**config.mk**
```make
export PLATFORM = sky130hd
export DESIGN_NAME = json_token_scanner
export DESIGN_NICKNAME = d
export VERILOG_FILES = /design/src/design/jts_pkg.sv /design/src/design/jts_scan.sv /design/src/design/jts_outq.sv /design/src/design/json_token_scanner.sv
export SDC_FILE = /design/constraint.sdc
export NUM_CORES = 1
export LEC_CHECK = 0
export BUFFER_PORTS_ARGS = -buffer_cell sky130_fd_sc_hd__buf_4
export CAP_MARGIN = 20
export CORE_AREA = 8 8 179 181
export DETAILED_ROUTE_END_ITERATION = 7
export DIE_AREA = 0 0 187 189
export PLACE_DENSITY_LB_ADDON = 0.1
export SYNTH_ARGS = -nofsm -noshare
export SYNTH_HDL_FRONTEND = slang
export SYNTH_SLANG_ARGS = --single-unit
```
**constraint.sdc**
```tcl
create_clock -name i_clk -period 3.4 [get_ports i_clk]
set_input_delay 0.68 -clock i_clk [delete_from_list [all_inputs] [get_ports i_clk]]
set_output_delay 0.68 -clock i_clk [all_outputs]
set_load 0.005 [all_outputs]
```
**src/design/jts_pkg.sv**
```systemverilog
// jts_pkg: shared types and codes of the json token scanner
// token record, scanner result bundle, token/role/error codes, character codes
// no dependencies
`timescale 1ns / 1ps

package jts_pkg;

    // token kinds
    localparam logic [3:0] KIND_LBRACE   = 4'd0;
    localparam logic [3:0] KIND_RBRACE   = 4'd1;
    localparam logic [3:0] KIND_LBRACKET = 4'd2;
    localparam logic [3:0] KIND_RBRACKET = 4'd3;
    localparam logic [3:0] KIND_COLON    = 4'd4;
    localparam logic [3:0] KIND_COMMA    = 4'd5;
    localparam logic [3:0] KIND_STRING   = 4'd6;
    localparam logic [3:0] KIND_NUMBER   = 4'd7;
    localparam logic [3:0] KIND_TRUE     = 4'd8;
    localparam logic [3:0] KIND_FALSE    = 4'd9;
    localparam logic [3:0] KIND_NULL     = 4'd10;
    localparam logic [3:0] KIND_ERROR    = 4'd11;

    // token roles
    localparam logic [1:0] ROLE_NONE  = 2'd0;
    localparam logic [1:0] ROLE_KEY   = 2'd1;
    localparam logic [1:0] ROLE_VALUE = 2'd2;

    // error kinds
    localparam logic [1:0] ERR_NONE      = 2'd0;
    localparam logic [1:0] ERR_NO_QUOTE  = 2'd1;
    localparam logic [1:0] ERR_LITERAL   = 2'd2;
    localparam logic [1:0] ERR_UNEXPECTED = 2'd3;

    // character codes
    localparam logic [7:0] CH_LBRACE   = 8'h7B;
    localparam logic [7:0] CH_RBRACE   = 8'h7D;
    localparam logic [7:0] CH_LBRACKET = 8'h5B;
    localparam logic [7:0] CH_RBRACKET = 8'h5D;
    localparam logic [7:0] CH_COLON    = 8'h3A;
    localparam logic [7:0] CH_COMMA    = 8'h2C;
    localparam logic [7:0] CH_QUOTE    = 8'h22;
    localparam logic [7:0] CH_SPACE    = 8'h20;
    localparam logic [7:0] CH_TAB      = 8'h09;
    localparam logic [7:0] CH_LF       = 8'h0A;
    localparam logic [7:0] CH_VT       = 8'h0B;
    localparam logic [7:0] CH_FF       = 8'h0C;
    localparam logic [7:0] CH_CR       = 8'h0D;
    localparam logic [7:0] CH_ZERO     = 8'h30;
    localparam logic [7:0] CH_NINE     = 8'h39;
    localparam logic [7:0] CH_T        = 8'h74;
    localparam logic [7:0] CH_F        = 8'h66;
    localparam logic [7:0] CH_N        = 8'h6E;

    // literal words packed, first byte highest
    localparam logic [39:0] LIT_TRUE  = 40'h00_7472_7565;
    localparam logic [39:0] LIT_FALSE = 40'h66_616C_7365;
    localparam logic [39:0] LIT_NULL  = 40'h00_6E75_6C6C;

    typedef struct packed {
        logic [3:0]  kind;
        logic [1:0]  role;
        logic [1:0]  err;
        logic [15:0] line;
        logic [15:0] col;
        logic [15:0] len;
        logic        last;
    } t_token;

    // up to two tokens per input byte, in order
    typedef struct packed {
        logic [1:0] count;
        t_token     first;
        t_token     second;
    } t_scan_out;

endpackage

```
**src/design/jts_scan.sv**
```systemverilog
// jts_scan: byte-serial lexer state and per-byte token decode
// one byte per cycle, up to two tokens out; uses jts_pkg
`timescale 1ns / 1ps

module jts_scan
    import jts_pkg::*;
#(
    parameter int CW = 16
) (
    input  logic       i_clk,
    input  logic       i_rst_n,
    input  logic       i_valid,
    input  logic [7:0] i_byte,
    input  logic       i_eos,
    output t_scan_out  o_res
);

    typedef enum logic [2:0] {
        S_IDLE,
        S_STRING,
        S_AFTER_STRING,
        S_NUMBER,
        S_LITERAL
    } t_mode;

    localparam int EW = (CW > 16) ? CW : 16;

    t_mode          r_mode, n_mode;
    logic [CW-1:0]  r_line, n_line;
    logic [CW-1:0]  r_col, n_col;
    logic [CW-1:0]  r_start, n_start;
    logic [CW-1:0]  r_len, n_len;
    logic [39:0]    r_prefix, n_prefix;

    logic           pre_valid, idle_valid, run_idle;
    t_token         pre_tok, idle_tok, lit_tok;
    logic [1:0]     role_sel;

    function automatic logic [CW-1:0] sat_inc(input logic [CW-1:0] v);
        return (v == {CW{1'b1}}) ? v : v + CW'(1);
    endfunction

    function automatic logic [15:0] clamp16(input logic [CW-1:0] v);
        logic [EW-1:0] e;
        e = EW'(v);
        return (e > EW'(32'h0000_FFFF)) ? 16'hFFFF : e[15:0];
    endfunction

    function automatic t_token mk(input logic [3:0] kind, input logic [1:0] role,
                                  input logic [1:0] err, input logic [CW-1:0] col,
                                  input logic [CW-1:0] len, input logic [CW-1:0] line);
        t_token t;
        t.kind = kind;
        t.role = role;
        t.err  = err;
        t.line = clamp16(line);
        t.col  = clamp16(col);
        t.len  = clamp16(len);
        t.last = 1'b0;
        return t;
    endfunction

    function automatic logic is_term(input logic [7:0] c);
        return c == CH_COMMA || c == CH_RBRACE || c == CH_COLON || c == CH_SPACE ||
               c == CH_TAB || c == CH_LF || c == CH_VT || c == CH_FF || c == CH_CR;
    endfunction

    // literal check against the three keywords
    always_comb begin
        if (r_len == CW'(4) && r_prefix == LIT_TRUE) begin
            lit_tok = mk(KIND_TRUE, ROLE_NONE, ERR_NONE, r_start, CW'(4), r_line);
        end else if (r_len == CW'(5) && r_prefix == LIT_FALSE) begin
            lit_tok = mk(KIND_FALSE, ROLE_NONE, ERR_NONE, r_start, CW'(5), r_line);
        end else if (r_len == CW'(4) && r_prefix == LIT_NULL) begin
            lit_tok = mk(KIND_NULL, ROLE_NONE, ERR_NONE, r_start, CW'(4), r_line);
        end else begin
            lit_tok = mk(KIND_ERROR, ROLE_NONE, ERR_LITERAL, r_col, r_len, r_line);
        end
    end

    assign role_sel = (i_byte == CH_COLON) ? ROLE_KEY : ROLE_VALUE;

    always_comb begin
        n_mode     = r_mode;
        n_line     = r_line;
        n_col      = r_col;
        n_start    = r_start;
        n_len      = r_len;
        n_prefix   = r_prefix;
        pre_valid  = 1'b0;
        pre_tok    = lit_tok;
        idle_valid = 1'b0;
        idle_tok   = mk(KIND_ERROR, ROLE_NONE, ERR_UNEXPECTED, r_col, CW'(1), r_line);
        run_idle   = 1'b0;

        if (i_eos) begin
            // flush whatever token is still open
            unique case (r_mode)
                S_STRING: begin
                    pre_valid = 1'b1;
                    pre_tok   = mk(KIND_ERROR, ROLE_NONE, ERR_NO_QUOTE, r_col, r_len, r_line);
                end
                S_AFTER_STRING: begin
                    pre_valid = 1'b1;
                    pre_tok   = mk(KIND_STRING, ROLE_VALUE, ERR_NONE, r_start, r_len, r_line);
                end
                S_NUMBER: begin
                    pre_valid = 1'b1;
                    pre_tok   = mk(KIND_NUMBER, ROLE_VALUE, ERR_NONE, r_start, r_len, r_line);
                end
                S_LITERAL: begin
                    pre_valid = 1'b1;
                    pre_tok   = lit_tok;
                end
                default: begin
                end
            endcase
            n_mode = S_IDLE;
        end else begin
            unique case (r_mode)
                S_STRING: begin
                    if (i_byte == CH_QUOTE) begin
                        n_col  = sat_inc(r_col);
                        n_mode = S_AFTER_STRING;
                    end else if (i_byte == CH_COLON) begin
                        pre_valid = 1'b1;
                        pre_tok   = mk(KIND_ERROR, ROLE_NONE, ERR_NO_QUOTE, r_col, r_len,
                                       r_line);
                        run_idle  = 1'b1;
                    end else begin
                        n_len = sat_inc(r_len);
                        n_col = sat_inc(r_col);
                    end
                end
                S_AFTER_STRING: begin
                    pre_valid = 1'b1;
                    pre_tok   = mk(KIND_STRING, role_sel, ERR_NONE, r_start, r_len, r_line);
                    run_idle  = 1'b1;
                end
                S_NUMBER, S_LITERAL: begin
                    if (is_term(i_byte)) begin
                        pre_valid = 1'b1;
                        if (r_mode == S_NUMBER) begin
                            pre_tok = mk(KIND_NUMBER, role_sel, ERR_NONE, r_start, r_len,
                                         r_line);
                        end else begin
                            pre_tok = lit_tok;
                        end
                        run_idle = 1'b1;
                    end else begin
                        if (r_mode == S_LITERAL && r_len < CW'(5)) begin
                            n_prefix = {r_prefix[31:0], i_byte};
                        end
                        n_len = sat_inc(r_len);
                        n_col = sat_inc(r_col);
                    end
                end
                default: begin
                    run_idle = 1'b1;
                end
            endcase

            // idle scan of the current byte, from the present counters
            if (run_idle) begin
                n_mode = S_IDLE;
                unique case (i_byte)
                    CH_LBRACE, CH_RBRACE, CH_LBRACKET, CH_RBRACKET, CH_COLON, CH_COMMA: begin
                        idle_valid = 1'b1;
                        n_col      = sat_inc(r_col);
                        case (i_byte)
                            CH_LBRACE:   idle_tok.kind = KIND_LBRACE;
                            CH_RBRACE:   idle_tok.kind = KIND_RBRACE;
                            CH_LBRACKET: idle_tok.kind = KIND_LBRACKET;
                            CH_RBRACKET: idle_tok.kind = KIND_RBRACKET;
                            CH_COLON:    idle_tok.kind = KIND_COLON;
                            default:     idle_tok.kind = KIND_COMMA;
                        endcase
                        idle_tok.err = ERR_NONE;
                    end
                    CH_QUOTE: begin
                        n_start = r_col;
                        n_len   = '0;
                        n_col   = sat_inc(r_col);
                        n_mode  = S_STRING;
                    end
                    CH_LF: begin
                        n_line = sat_inc(r_line);
                        n_col  = CW'(1);
                    end
                    CH_SPACE, CH_TAB: begin
                        n_col = sat_inc(r_col);
                    end
                    CH_T, CH_F, CH_N: begin
                        n_start  = r_col;
                        n_len    = CW'(1);
                        n_prefix = {32'd0, i_byte};
                        n_col    = sat_inc(r_col);
                        n_mode   = S_LITERAL;
                    end
                    default: begin
                        n_col = sat_inc(r_col);
                        if (i_byte >= CH_ZERO && i_byte <= CH_NINE) begin
                            n_start = r_col;
                            n_len   = CW'(1);
                            n_mode  = S_NUMBER;
                        end else begin
                            idle_valid = 1'b1;
                        end
                    end
                endcase
            end
        end
    end

    // order the tokens and mark the final one
    always_comb begin
        o_res.count  = i_valid ? (2'(pre_valid) + 2'(idle_valid)) : 2'd0;
        o_res.first  = pre_valid ? pre_tok : idle_tok;
        o_res.first.last = !(pre_valid && idle_valid);
        o_res.second = idle_tok;
        o_res.second.last = 1'b1;
    end

    always_ff @(posedge i_clk) begin
        if (!i_rst_n) begin
            r_mode   <= S_IDLE;
            r_line   <= CW'(1);
            r_col    <= CW'(1);
            r_start  <= CW'(1);
            r_len    <= '0;
            r_prefix <= '0;
        end else if (i_valid) begin
            r_mode   <= n_mode;
            r_line   <= n_line;
            r_col    <= n_col;
            r_start  <= n_start;
            r_len    <= n_len;
            r_prefix <= n_prefix;
        end
    end

endmodule

```
**src/design/jts_outq.sv**
```systemverilog
// jts_outq: three-entry shift queue holding finished tokens for the output side
// takes up to two tokens per cycle, gives one; uses jts_pkg
`timescale 1ns / 1ps

module jts_outq
    import jts_pkg::*;
(
    input  logic      i_clk,
    input  logic      i_rst_n,
    input  t_scan_out i_push,
    input  logic      i_pop,
    output logic      o_valid,
    output t_token    o_head,
    output logic      o_room
);

    logic [1:0] r_cnt, n_cnt;
    t_token     r_q [3];
    t_token     n_q [3];
    t_token     sh  [3];
    logic       pop;
    logic [1:0] base;

    assign pop     = i_pop && (r_cnt != 2'd0);
    assign base    = r_cnt - 2'(pop);
    assign o_valid = (r_cnt != 2'd0);
    assign o_head  = r_q[0];
    // room for two tokens whatever the output side does
    assign o_room  = (r_cnt <= 2'd1);

    always_comb begin
        sh[0] = pop ? r_q[1] : r_q[0];
        sh[1] = pop ? r_q[2] : r_q[1];
        sh[2] = r_q[2];
        for (int i = 0; i < 3; i++) begin
            if (2'(i) < base) begin
                n_q[i] = sh[i];
            end else if (2'(i) == base) begin
                n_q[i] = i_push.first;
            end else begin
                n_q[i] = i_push.second;
            end
        end
        n_cnt = base + i_push.count;
    end

    always_ff @(posedge i_clk) begin
        if (!i_rst_n) begin
            r_cnt <= 2'd0;
        end else begin
            r_cnt <= n_cnt;
        end
    end

    always_ff @(posedge i_clk) begin
        for (int i = 0; i < 3; i++) begin
            r_q[i] <= n_q[i];
        end
    end

endmodule

```
**src/design/json_token_scanner.sv**
```systemverilog
// a token enters the output queue at the byte transfer that caused it
// throughput: one byte per cycle while o_s_axis_tready is high; a byte that closes a token
//   and starts another gives two tokens, and o_s_axis_tready is low while two or more are
//   queued; the queue drains one token per cycle if i_m_axis_tready is high, setting that rate
// reset (i_rst_n low, synchronous): scanner idle, line and column 1, queue empty
`timescale 1ns / 1ps

module json_token_scanner
    import jts_pkg::*;
#(
    parameter int COUNTER_WIDTH = 16
) (
    input  logic        i_clk,
    input  logic        i_rst_n,
    // byte stream in
    input  logic        i_s_axis_tvalid,
    output logic        o_s_axis_tready,
    input  logic [7:0]  i_s_axis_tdata,   // [7:0] data_byte
    input  logic [0:0]  i_s_axis_tuser,   // [0] end_of_stream
    // token stream out
    output logic        o_m_axis_tvalid,
    input  logic        i_m_axis_tready,
    // [1:0] token_role, [3:2] error_kind, [19:4] line_number,
    // [35:20] column_number, [51:36] token_length, [55:52] zero
    output logic [55:0] o_m_axis_tdata,
    output logic [3:0]  o_m_axis_tuser,   // [3:0] token_kind
    output logic        o_m_axis_tlast    // last token caused by one byte transfer
);

    logic      in_xfer;
    t_scan_out scan_res;
    t_token    head;

    assign in_xfer = i_s_axis_tvalid && o_s_axis_tready;

    // lexer: state registers plus the per-byte decode
    jts_scan #(
        .CW (COUNTER_WIDTH)
    ) u_scan (
        .i_clk   (i_clk),
        .i_rst_n (i_rst_n),
        .i_valid (in_xfer),
        .i_byte  (i_s_axis_tdata),
        .i_eos   (i_s_axis_tuser[0]),
        .o_res   (scan_res)
    );

    // result registers, decoupling the two sides
    jts_outq u_outq (
        .i_clk   (i_clk),
        .i_rst_n (i_rst_n),
        .i_push  (scan_res),
        .i_pop   (i_m_axis_tready),
        .o_valid (o_m_axis_tvalid),
        .o_head  (head),
        .o_room  (o_s_axis_tready)
    );

    // pack the token onto the master side
    assign o_m_axis_tdata = {4'd0, head.len, head.col, head.line, head.err, head.role};
    assign o_m_axis_tuser = head.kind;
    assign o_m_axis_tlast = head.last;

endmodule

```
==> results.py, run 1 <==
metrics = {
    "power_and_ir_drop": {
        "seq_power_share_pct": 42.4,
        "p_leak_nw": 6.296,
        "power.total_mw": 11.91,
        "switching_share_pct": 32.22,
        "p_switching_mw": 3.838,
        "p_int_mw": 8.076,
        "p_clk_share_pct": 28.9,
        "pwr-share-comb_pct": 28.7,
        "pwr_density_cell_mw_per_mm2": 728.7,
        "ir_drop_mv": 0.5519,
    },
    "die": {
        "die_y_um": 189,
        "initial_utilization_pct": 49.18,
        "io_pins": 76,
        "num_rows": 63,
        "die_w_um": 187,
        "coreArea_mm2": 0.02924,
        "die_area_mm2": 0.03534,
    },
    "sta": {
        "setup_ws_ns": 0.2563,
        "max_slew_margin_pct": 35.97,
        "fmax_mhz": 318.1,
        "final-setup-viol-count": 0,
        "skew_ns": 0.009432,
        "final_hold_viol_count": 0,
        "final.period_utilization_pct": 92.46,
        "worstMarginPinSlew_ns": 0.9552,
        "finalMaxSlewViolations": 0,
        "min_period_ns": 3.144,
        "rsz0062_at_grt": "false",
    },
    "job": {
        "cap_viol_max_count": 0,
    },
    "place": {
        "hpwl_mm": 26.47,
        "place_ws_ns": -0.1722,
        "routabilityCongestion": 0.9088,
        "portBuffers": 71,
    },
    "yosys": {
        "ys_warn_count": 0,
        "yosysSeqAreaShare_pct": 50.87,
        "syn_inst": 1532,
        "synth_seq_cells": 280,
        "synth_edf_count": 171,
        "synthArstFlopShare_pct": 0,
        "synth_ff_type": "edfxtp_1",
        "synth.cell_area_mm2": 0.01438,
        "syn_area_per_cell_um2": 9.388,
        "yosysUniqueCellTypes": 84,
    },
    "clock_tree": {
        "cts_root_buffer": "clkbuf_16",
        "clock_latency_ns": 0.56,
        "cts_buffer_depth": 3,
        "htreeDepth": 1,
        "clkTransAtPathRegs_ns": 0.06,
        "cts.sinks": 280,
        "numCtsBuffers": 31,
        "ctsHoldBuffers": 0,
        "cts_tree": "built",
    },
    "worst_setup_path": {
        "reg2reg_depth": 8,
        "slowest_stage": "a221o_1",
        "path_delay_family": "simple AND/OR/NAND/NOR gates",
        "criticalPathCategory": "flop to flop",
        "path_depth": 8,
        "worst_setup_path_end_kind": "flop",
        "crit_top_cell": "nand3_1",
        "startpoint_type": "flop",
        "crit_buf_inv": 0,
        "worstPathRequired_ns": 3.70,
        "worstPathCellList": "nor4b_1, nand4_1, nor2_1, o21ai_0, or2_0, a221o_1, nand3_1, nand3_1",
        "crit_fanout": 10,
        "worst_ep_arrival_time_ns": 3.44,
        "slowest_delay_ns": 0.50,
    },
    "global_route": {
        "grt_antenna_before_repair": 0,
        "use_met1_pct": 28.16,
        "top_usage_layer": "met2",
        "met3_usage_pct": 3.808,
        "grt_pass1_wl_mm": 59.40,
        "grt_usage_pct": 20.43,
        "grt-ovfl-total": 0,
        "grt_max_degree": 52,
        "grt_pass1_vias": 10660,
        "met2_usage_pct": 32.30,
    },
    "layout": {
        "final_core_util_pct": 55.90,
        "multiInputGateArea_mm2": 0.006112,
        "layout.nets": 1584,
        "drive_gt1_share_pct": 16.75,
        "area_growth_pct": 13.67,
        "seqCellArea_mm2": 0.007317,
        "nFillCells": 2601,
        "diodes": 0,
    },
    "drt": {
        "routed_via_density": 5.697,
        "detail_route.wl_per_cell_um": 18.64,
        "dr.pass1.iters": 5,
        "drc": 0,
        "num_vias": 11270,
        "drtAntennaViolNets": 0,
        "wirelength_mm": 36.86,
        "drt_iter0_drc": 952,
    },
    "worst_hold_path": {
        "hold_class": "flop to flop",
        "worstHoldPathCells": 2,
    },
    "status": {
        "outcome": "complete, no violations",
    },
}
[worst paths after layout]
path | to | slack, ns | startpoint
setup / recovery | u_outq.r_q[0][17]$_DFFE_PP_ | 0.26 | u_scan.r_len[2]$_SDFFE_PN0P_
setup reg to reg | u_outq.r_q[0][17]$_DFFE_PP_ | 0.26 | u_scan.r_len[2]$_SDFFE_PN0P_
hold reg to reg | u_scan.r_prefix[35]$_SDFFE_PN0P_ | 0.45 | u_scan.r_prefix[35]$_SDFFE_PN0P_
hold / removal | u_scan.r_prefix[35]$_SDFFE_PN0P_ | 0.45 | u_scan.r_prefix[35]$_SDFFE_PN0P_
[routing by layer]
metal  routed length [µm]  vias up  share of wire [%]
met4                  837        0                2.3
met1                17200     5324                 47
met3                 2400       52                6.5
met5                    0        -                  0
li1                     -     5534                  -
met2                16420      359                 45
[cells in the mapped netlist (12+ instances only)]
| master | n | share of area [%] |
|---|---|---|
| and2_1 | 28 | 1.2 |
| a21oi_2 | 21 | 1.3 |
| a32oi_1 | 12 | 0.73 |
| buf_4 | 64 | 3.3 |
| nand2b_1 | 14 | 0.61 |
| buf_2 | 17 | 0.59 |
| nor3_1 | 27 | 0.94 |
| nand2_1 | 303 | 7.9 |
| dfxtp_1 | 109 | 15 |
| clkbuf_1 | 67 | 1.7 |
| and3_1 | 12 | 0.52 |
| nand3_1 | 95 | 3.3 |
| edfxtp_1 | 171 | 36 |
| inv_1 | 15 | 0.39 |
| nand4_1 | 35 | 1.5 |
| mux2i_1 | 23 | 1.6 |
| nor2_1 | 121 | 3.2 |
| o31ai_1 | 15 | 0.78 |
| a221o_1 | 15 | 1.0 |
| a21oi_1 | 69 | 2.4 |
| xnor2_1 | 15 | 0.91 |
| a22o_1 | 31 | 1.9 |
| o21ai_0 | 57 | 2.0 |
[cells by family after synthesis]
family	synth area share, %
AO/OA/AOI/OAI	14.81
XOR/XNOR	1.583
adder cells (fa/ha/maj)	0.6960
buffers and inverters	7.029
flip-flops	50.87
multiplexers	1.679
other	0.02607
AND/OR/NAND/NOR	23.31
[cell type report]
| cell class | instances | area share (%) |
|---|---|---|
| Sequential cell | 280 | 44.76 |
| Multi-Input combinational cell | 1072 | 37.39 |
| Timing Repair Buffer | 159 | 7.837 |
| Clock buffer | 48 | 5.885 |
| Tap cell | 390 | 2.985 |
| Clock inverter | 10 | 0.7041 |
| Inverter | 19 | 0.4439 |
[flip-flops by register name, summed over array words and instances (netlist names)]
register / count
u_scan.r_mode: 3
u_scan.r_line: 16
u_outq.r_q: 171
u_scan.r_prefix: 40
u_scan.r_col: 16
u_outq.r_cnt: 2
u_scan.r_start: 16
u_scan.r_len: 16
[cells in the final DEF, fill, tap and decap left out, types with 6 or more instances in the layout]
cell type    n
a21o_1       7
a21oi_1     69
a21oi_2     21
a221o_1     15
a22o_1      30
a22oi_1      6
a31oi_1      7
a32o_1       6
a32oi_1     12
and2_1      28
and3_1      12
buf_12       7
buf_4      152
clkbuf_1     7
clkbuf_16   33
clkbuf_8     8
dfxtp_1    109
edfxtp_1   171
ha_1         8
inv_1       15
mux2i_1     23
nand2_1    299
nand2_2      7
nand2b_1    14
nand3_1     95
nand4_1     35
nor2_1     120
nor2b_1     10
nor3_1      27
nor3b_1      7
o21ai_0     57
o2bb2ai_1   11
o31ai_1     15
or3_1       10
xnor2_1     14
xor2_1      10
[power by group through the flow]
stage | combinational [mW] | sequential (mW) | clock [mW]
floorplan | 2.22 | 5.09 | 0
global placement | 3.44 | 5.11 | 0
detailed placement | 3.47 | 5.13 | 0
CTS | 3.48 | 5.07 | 3.52
global route | 3.77 | 5.12 | 3.66
finish | 3.42 | 5.05 | 3.44
[what timing repair did]
item	in CTS	in global routing
resized for setup	0	1
endpoints found under the setup margin	0	1
setup buffers	0	0
[per-stage QoR]
stage                     setup TNS [ns]  hold slack [ns]  instances  instance area [µm²]
after global routing                   0           0.4740       1978                16350
final                                  0           0.4515       1978                16350
after CTS                              0           0.4548       1978                16350
after global placement          -0.08991           0.4397       1920                15270
after detailed placement         -0.1901           0.4479       1920                15270
after floorplan                   -40.45           0.4291       1535                14390
[tightest hold or removal path: cells and delay by family (launching register included)]
family / cells / cell delay, ns
flip-flops: 1 / 0.31
AND/OR/NAND/NOR: 1 / 0.05
AO/OA/AOI/OAI: 1 / 0.05
Power figures use the tool's default switching activity.
==> inputs of run 2 (changes only) <==
SETUP_SLACK_MARGIN = 0.4   (was not set)
==> results.py, run 2 (synthesis results as in run 1) <==
metrics = {
    "job": {
        "cap_viol_max_count": 0,
    },
    "clock_tree": {
        "clkTransAtPathRegs_ns": 0.06,
        "numCtsBuffers": 30,
        "cts_tree": "built",
        "cts_buffer_depth": 3,
        "clock_latency_ns": 0.57,
        "cts_root_buffer": "clkbuf_16",
        "ctsHoldBuffers": 0,
        "htreeDepth": 1,
        "cts.sinks": 280,
    },
    "layout": {
        "final_common_cell": "nand2_1",
        "largestRegisters": "u_outq.r_q: 171 flops, u_scan.r_prefix: 40 flops",
        "diodes": 0,
        "final_cell_area_mm2": 0.01645,
        "area_growth_pct": 14.36,
        "fin_cells": 1977,
        "layout.nets": 1584,
        "largest_reg_flops": 171,
        "final_cell_mix": "nand2_1, edfxtp_1, buf_4",
        "top_register": "u_outq.r_q",
        "drive_gt1_share_pct": 17.77,
    },
    "sta": {
        "rsz0062_at_grt": "true",
        "min_period_ns": 2.921,
        "setup_ws_ns": 0.4791,
        "finalMaxSlewViolations": 0,
        "max_slew_margin_pct": 54.09,
        "final-setup-viol-count": 0,
        "skew_ns": 0.03141,
        "fmax_mhz": 342.4,
        "fin_tns_setup_ns": 0,
        "final.period_utilization_pct": 85.91,
        "worstMarginPinSlew_ns": 0.6846,
        "final_hold_viol_count": 0,
    },
    "worst_hold_path": {
        "worstHoldPathCells": 3,
        "worstHoldEndpoint": "u_scan.r_prefix[2]$_SDFFE_PN0P_",
        "worstHoldStart": "i_s_axis_tdata[2]",
        "hold_class": "input port to flop",
    },
    "worst_setup_path": {
        "worstPathRequired_ns": 3.84,
        "r2r_end": "u_outq.r_cnt[1]$_SDFF_PN0_",
        "crit_start": "u_scan.r_mode[0]$_SDFFE_PN0P_",
        "worst_setup_path_end_kind": "flop",
        "slowest_delay_ns": 0.47,
        "worst_ep_arrival_time_ns": 3.36,
        "reg2reg_depth": 12,
        "criticalPathCategory": "flop to flop",
        "crit_fanout": 11,
        "worstPathCellList": "buf_4, or3b_1, nand2_2, nand2_1, nor2_4, a2111oi_2, ha_1, and2_4, ha_4, xnor2_2, xnor2_1, nor2_1",
        "reg2reg_from": "u_scan.r_mode[0]$_SDFFE_PN0P_",
        "slowest_stage": "dfxtp_1",
        "rrSetupSlack_ns": 0.48,
        "startpoint_type": "flop",
    },
    "power_and_ir_drop": {
        "power.total_mw": 11.76,
        "ir_drop_mv": 0.5300,
        "pwr_density_cell_mw_per_mm2": 714.7,
        "p_leak_nw": 6.298,
    },
    "die": {
        "num_rows": 63,
        "io_pins": 76,
        "die_y_um": 189,
        "coreArea_mm2": 0.02924,
        "die_area_mm2": 0.03534,
        "initial_utilization_pct": 49.18,
        "die_w_um": 187,
    },
    "global_route": {
        "grt-ovfl-total": 0,
        "grt_usage_pct": 20.49,
        "grt_antenna_before_repair": 0,
        "grt_pass1_wl_mm": 59.72,
        "grt_max_degree": 52,
        "grt_pass1_vias": 10690,
    },
    "place": {
        "place_ws_ns": 0.03302,
        "routabilityCongestion": 0.8843,
        "hpwl_mm": 26.63,
        "portBuffers": 71,
        "placedCellCount": 1913,
        "dpl_cell_area_mm2": 0.01528,
    },
    "drt": {
        "drc": 0,
        "detail_route.wl_per_cell_um": 19.05,
        "drt_iter0_drc": 890,
        "drtAntennaViolNets": 0,
        "num_vias": 11360,
        "dr.pass1.iters": 5,
        "wirelength_mm": 37.67,
        "routed_via_density": 5.747,
    },
    "status": {
        "outcome": "complete, no violations",
    },
}
[run 2: cell types whose count changed in the layout (fill, tap and decap cells not counted), moves of 4 or more]
cell	change
clkbuf_8	-5
nor3_1	-4
clkinv_1	+6
clkbuf_1	-4
[run 2: repair_timing]
item | CTS | global route
cloned | 0 | 1
buffers inserted | 0 | 7
setup endpoints to repair | 62 | 93
pin swaps | 1 | 7
resized for setup | 4 | 17
[run 2: worst max-delay path: cells and delay by family (launching register included)]
family | cells | cell delay (ns)
AND/OR/NAND/NOR | 6 | 0.96
flip-flops | 1 | 0.47
adder cells (fa/ha/maj) | 2 | 0.46
AO/OA/AOI/OAI | 1 | 0.40
XOR/XNOR | 2 | 0.29
buffers and inverters | 1 | 0.23
[run 2: per-stage QoR]
stage          utilization [%]  hold WS (ns)
2_1_floorplan                -        0.4291
3_3_place_gp             52.25        0.4405
3_5_place_dp             52.25        0.4468
4_1_cts                  55.75        0.4160
5_1_grt                  56.24        0.4180
6_report                 56.24        0.4336
[run 2: how the worst max path moves through the flow]
stage	slack, ns	cells past startpoint	endpoint
after floorplan	0.22	14	u_outq.r_cnt[1]$_SDFF_PN0_
after global placement	0.08	12	u_outq.r_cnt[1]$_SDFF_PN0_
after detailed placement	0.03	9	u_outq.r_q[0][4]$_DFFE_PP_
after CTS	0.41	10	u_outq.r_q[0][76]$_DFFE_PP_
after global routing	0.33	9	u_outq.r_q[0][29]$_DFFE_PP_
final	0.48	12	u_outq.r_cnt[1]$_SDFF_PN0_
[run 2: routing by layer]
metal  up-vias  wire length (µm)  GRT usage, %
li1       5523                 -             -
met1      5414             17390         28.39
met2       377             17070         33.10
met3        48              2548         3.532
met4         0               663         4.826
met5         -                 0             0
[run 2: layout make-up]
| class | instances | area [µm²] |
|---|---|---|
| Tap cell | 390 | 488.0 |
| Multi-Input combinational cell | 1073 | 6296 |
| Sequential cell | 280 | 7318 |
| Timing Repair Buffer | 159 | 1256 |
| Fill cell | 2591 | 12800 |
| Inverter | 19 | 75.07 |
| Clock inverter | 20 | 211.5 |
| Clock buffer | 36 | 803.3 |
[run 2: power breakdown]
group          internal (mW)  leakage, nW  switching (mW)
registers               4.81         2.75           0.232
clock network           1.98        0.494            1.36
logic                   1.11         3.06            2.27
==> inputs of run 3 (changes only) <==
BUFFER_PORTS_ARGS = -buffer_cell sky130_fd_sc_hd__buf_2   (was -buffer_cell sky130_fd_sc_hd__buf_4)
==> results.py, run 3 (synthesis results as in run 1) <==
metrics = {
    "sta": {
        "skew_ns": 0.008503,
        "max_slew_margin_pct": 57.53,
        "final-setup-viol-count": 0,
        "fmax_mhz": 347.9,
        "fin_hold_ws_ns": 0.4186,
        "min_period_ns": 2.875,
        "final_hold_viol_count": 0,
        "worstMarginPinSlew_ns": 0.6350,
        "rsz0062_at_grt": "false",
        "finalMaxSlewViolations": 0,
        "final.period_utilization_pct": 84.55,
        "fin_tns_setup_ns": 0,
    },
    "layout": {
        "largestRegisters": "u_outq.r_q: 171 flops, u_scan.r_prefix: 40 flops",
        "final_cell_mix": "nand2_1, edfxtp_1, nor2_1",
        "diodes": 0,
        "layout.nets": 1584,
        "largest_reg_flops": 171,
        "final_core_util_pct": 55.68,
        "drive_gt1_share_pct": 18.10,
        "final_common_cell": "nand2_1",
        "top_register": "u_outq.r_q",
        "area_growth_pct": 13.21,
    },
    "place": {
        "portBuffers": 71,
        "hpwl_mm": 26.63,
        "routabilityCongestion": 0.9115,
    },
    "drt": {
        "wirelength_mm": 37.89,
        "drtAntennaViolNets": 0,
        "drc": 0,
        "num_vias": 11380,
        "wl_met1_mm": 17.50,
        "met2WireLength_mm": 17.21,
        "detail_route.wl_per_cell_um": 19.17,
        "drt_iter0_drc": 990,
        "met3_length_mm": 2.549,
        "top_layer_used": "met4",
        "dr.pass1.iters": 5,
        "routed_via_density": 5.761,
    },
    "global_route": {
        "grt-ovfl-total": 0,
        "grt_pass1_wl_mm": 61.58,
        "grt_max_degree": 66,
        "grt_usage_pct": 21.10,
        "grt_pass1_vias": 10990,
        "grt_antenna_before_repair": 0,
    },
    "worst_setup_path": {
        "worstPathRequired_ns": 3.84,
        "criticalPathCategory": "flop to flop",
        "worst_ep_arrival_time_ns": 3.31,
        "startpoint_type": "flop",
        "reg2reg_depth": 12,
        "worst_setup_path_end_kind": "flop",
        "crit_fanout": 18,
    },
    "die": {
        "die_area_mm2": 0.03534,
        "num_rows": 63,
        "coreArea_mm2": 0.02924,
        "initial_utilization_pct": 49.18,
        "io_pins": 76,
        "die_y_um": 189,
        "die_w_um": 187,
    },
    "clock_tree": {
        "cts_tree": "built",
        "clock_latency_ns": 0.57,
        "cts_root_buffer": "clkbuf_16",
        "cts.sinks": 280,
        "ctsHoldBuffers": 0,
        "htreeDepth": 1,
        "cts_buffer_depth": 3,
        "numCtsBuffers": 31,
        "clkTransAtPathRegs_ns": 0.06,
    },
    "worst_hold_path": {
        "hold_class": "input port to flop",
        "worstHoldPathCells": 3,
    },
    "power_and_ir_drop": {
        "pwr_density_cell_mw_per_mm2": 714.6,
        "p_leak_nw": 6.278,
        "power.total_mw": 11.64,
        "ir_drop_mv": 0.4344,
    },
    "job": {
        "cap_viol_max_count": 0,
    },
    "status": {
        "outcome": "complete, no violations",
    },
}
## run 3: power by group
part	internal (mW)	switching, mW
registers	4.81	0.235
clock network	1.97	1.35
logic	0.992	2.27
## run 3: repair_timing
| item | in CTS | in global routing |
|---|---|---|
| resized for setup | 2 | 16 |
| pin swaps | 1 | 3 |
| endpoints found under the setup margin | 85 | 154 |
| buffers inserted | 2 | 1 |
## run 3: layout make-up
cell class | instances | area [µm²]
clock buffer | 44 | 927.1
clock inverter | 12 | 102.6
fill | 2658 | 12960
inverter | 19 | 75.07
multi-input combinational | 1072 | 6255
sequential | 280 | 7320
tap | 390 | 488.0
timing repair buffer | 159 | 1116
## run 3: worst paths after layout
check | from | endpoint | slack [ns]
worst max-delay path | u_scan.r_mode[1]$_SDFFE_PN0P_ | u_outq.r_cnt[1]$_SDFF_PN0_ | 0.53
worst min-delay path | i_s_axis_tdata[2] | u_scan.r_prefix[2]$_SDFFE_PN0P_ | 0.42
worst max register to register | u_scan.r_mode[1]$_SDFFE_PN0P_ | u_outq.r_cnt[1]$_SDFF_PN0_ | 0.53
worst min register to register | u_scan.r_prefix[35]$_SDFFE_PN0P_ | u_scan.r_prefix[35]$_SDFFE_PN0P_ | 0.45
## run 3: per-layer routing
metal  GRT usage, %  up-vias
met3          3.440       49
li1               -     5525
met1          29.84     5443
met2          33.82      366
met4          4.368        0
met5              0        -
## run 3: per-stage QoR
step	std cells	cell area [µm²]	worst slack [ns]
3_5_place_dp	1917	15170	0.01641
4_1_cts	1975	16220	0.3951
6_report	1976	16280	0.5253
2_1_floorplan	1535	14500	0.2225
3_3_place_gp	1917	15170	0.06825
5_1_grt	1976	16280	0.3645
## run 3: worst max-delay path, stage by stage (launching register included)
cell       delay [ns]
dfxtp_1          0.34
buf_4            0.25
or3b_1           0.36
nand2_2          0.22
nand2_1          0.18
nor2_4           0.05
a2111oi_2        0.42
ha_1             0.31
and2_4           0.15
ha_4             0.15
xnor2_2          0.15
xnor2_1          0.13
nor2_1           0.05
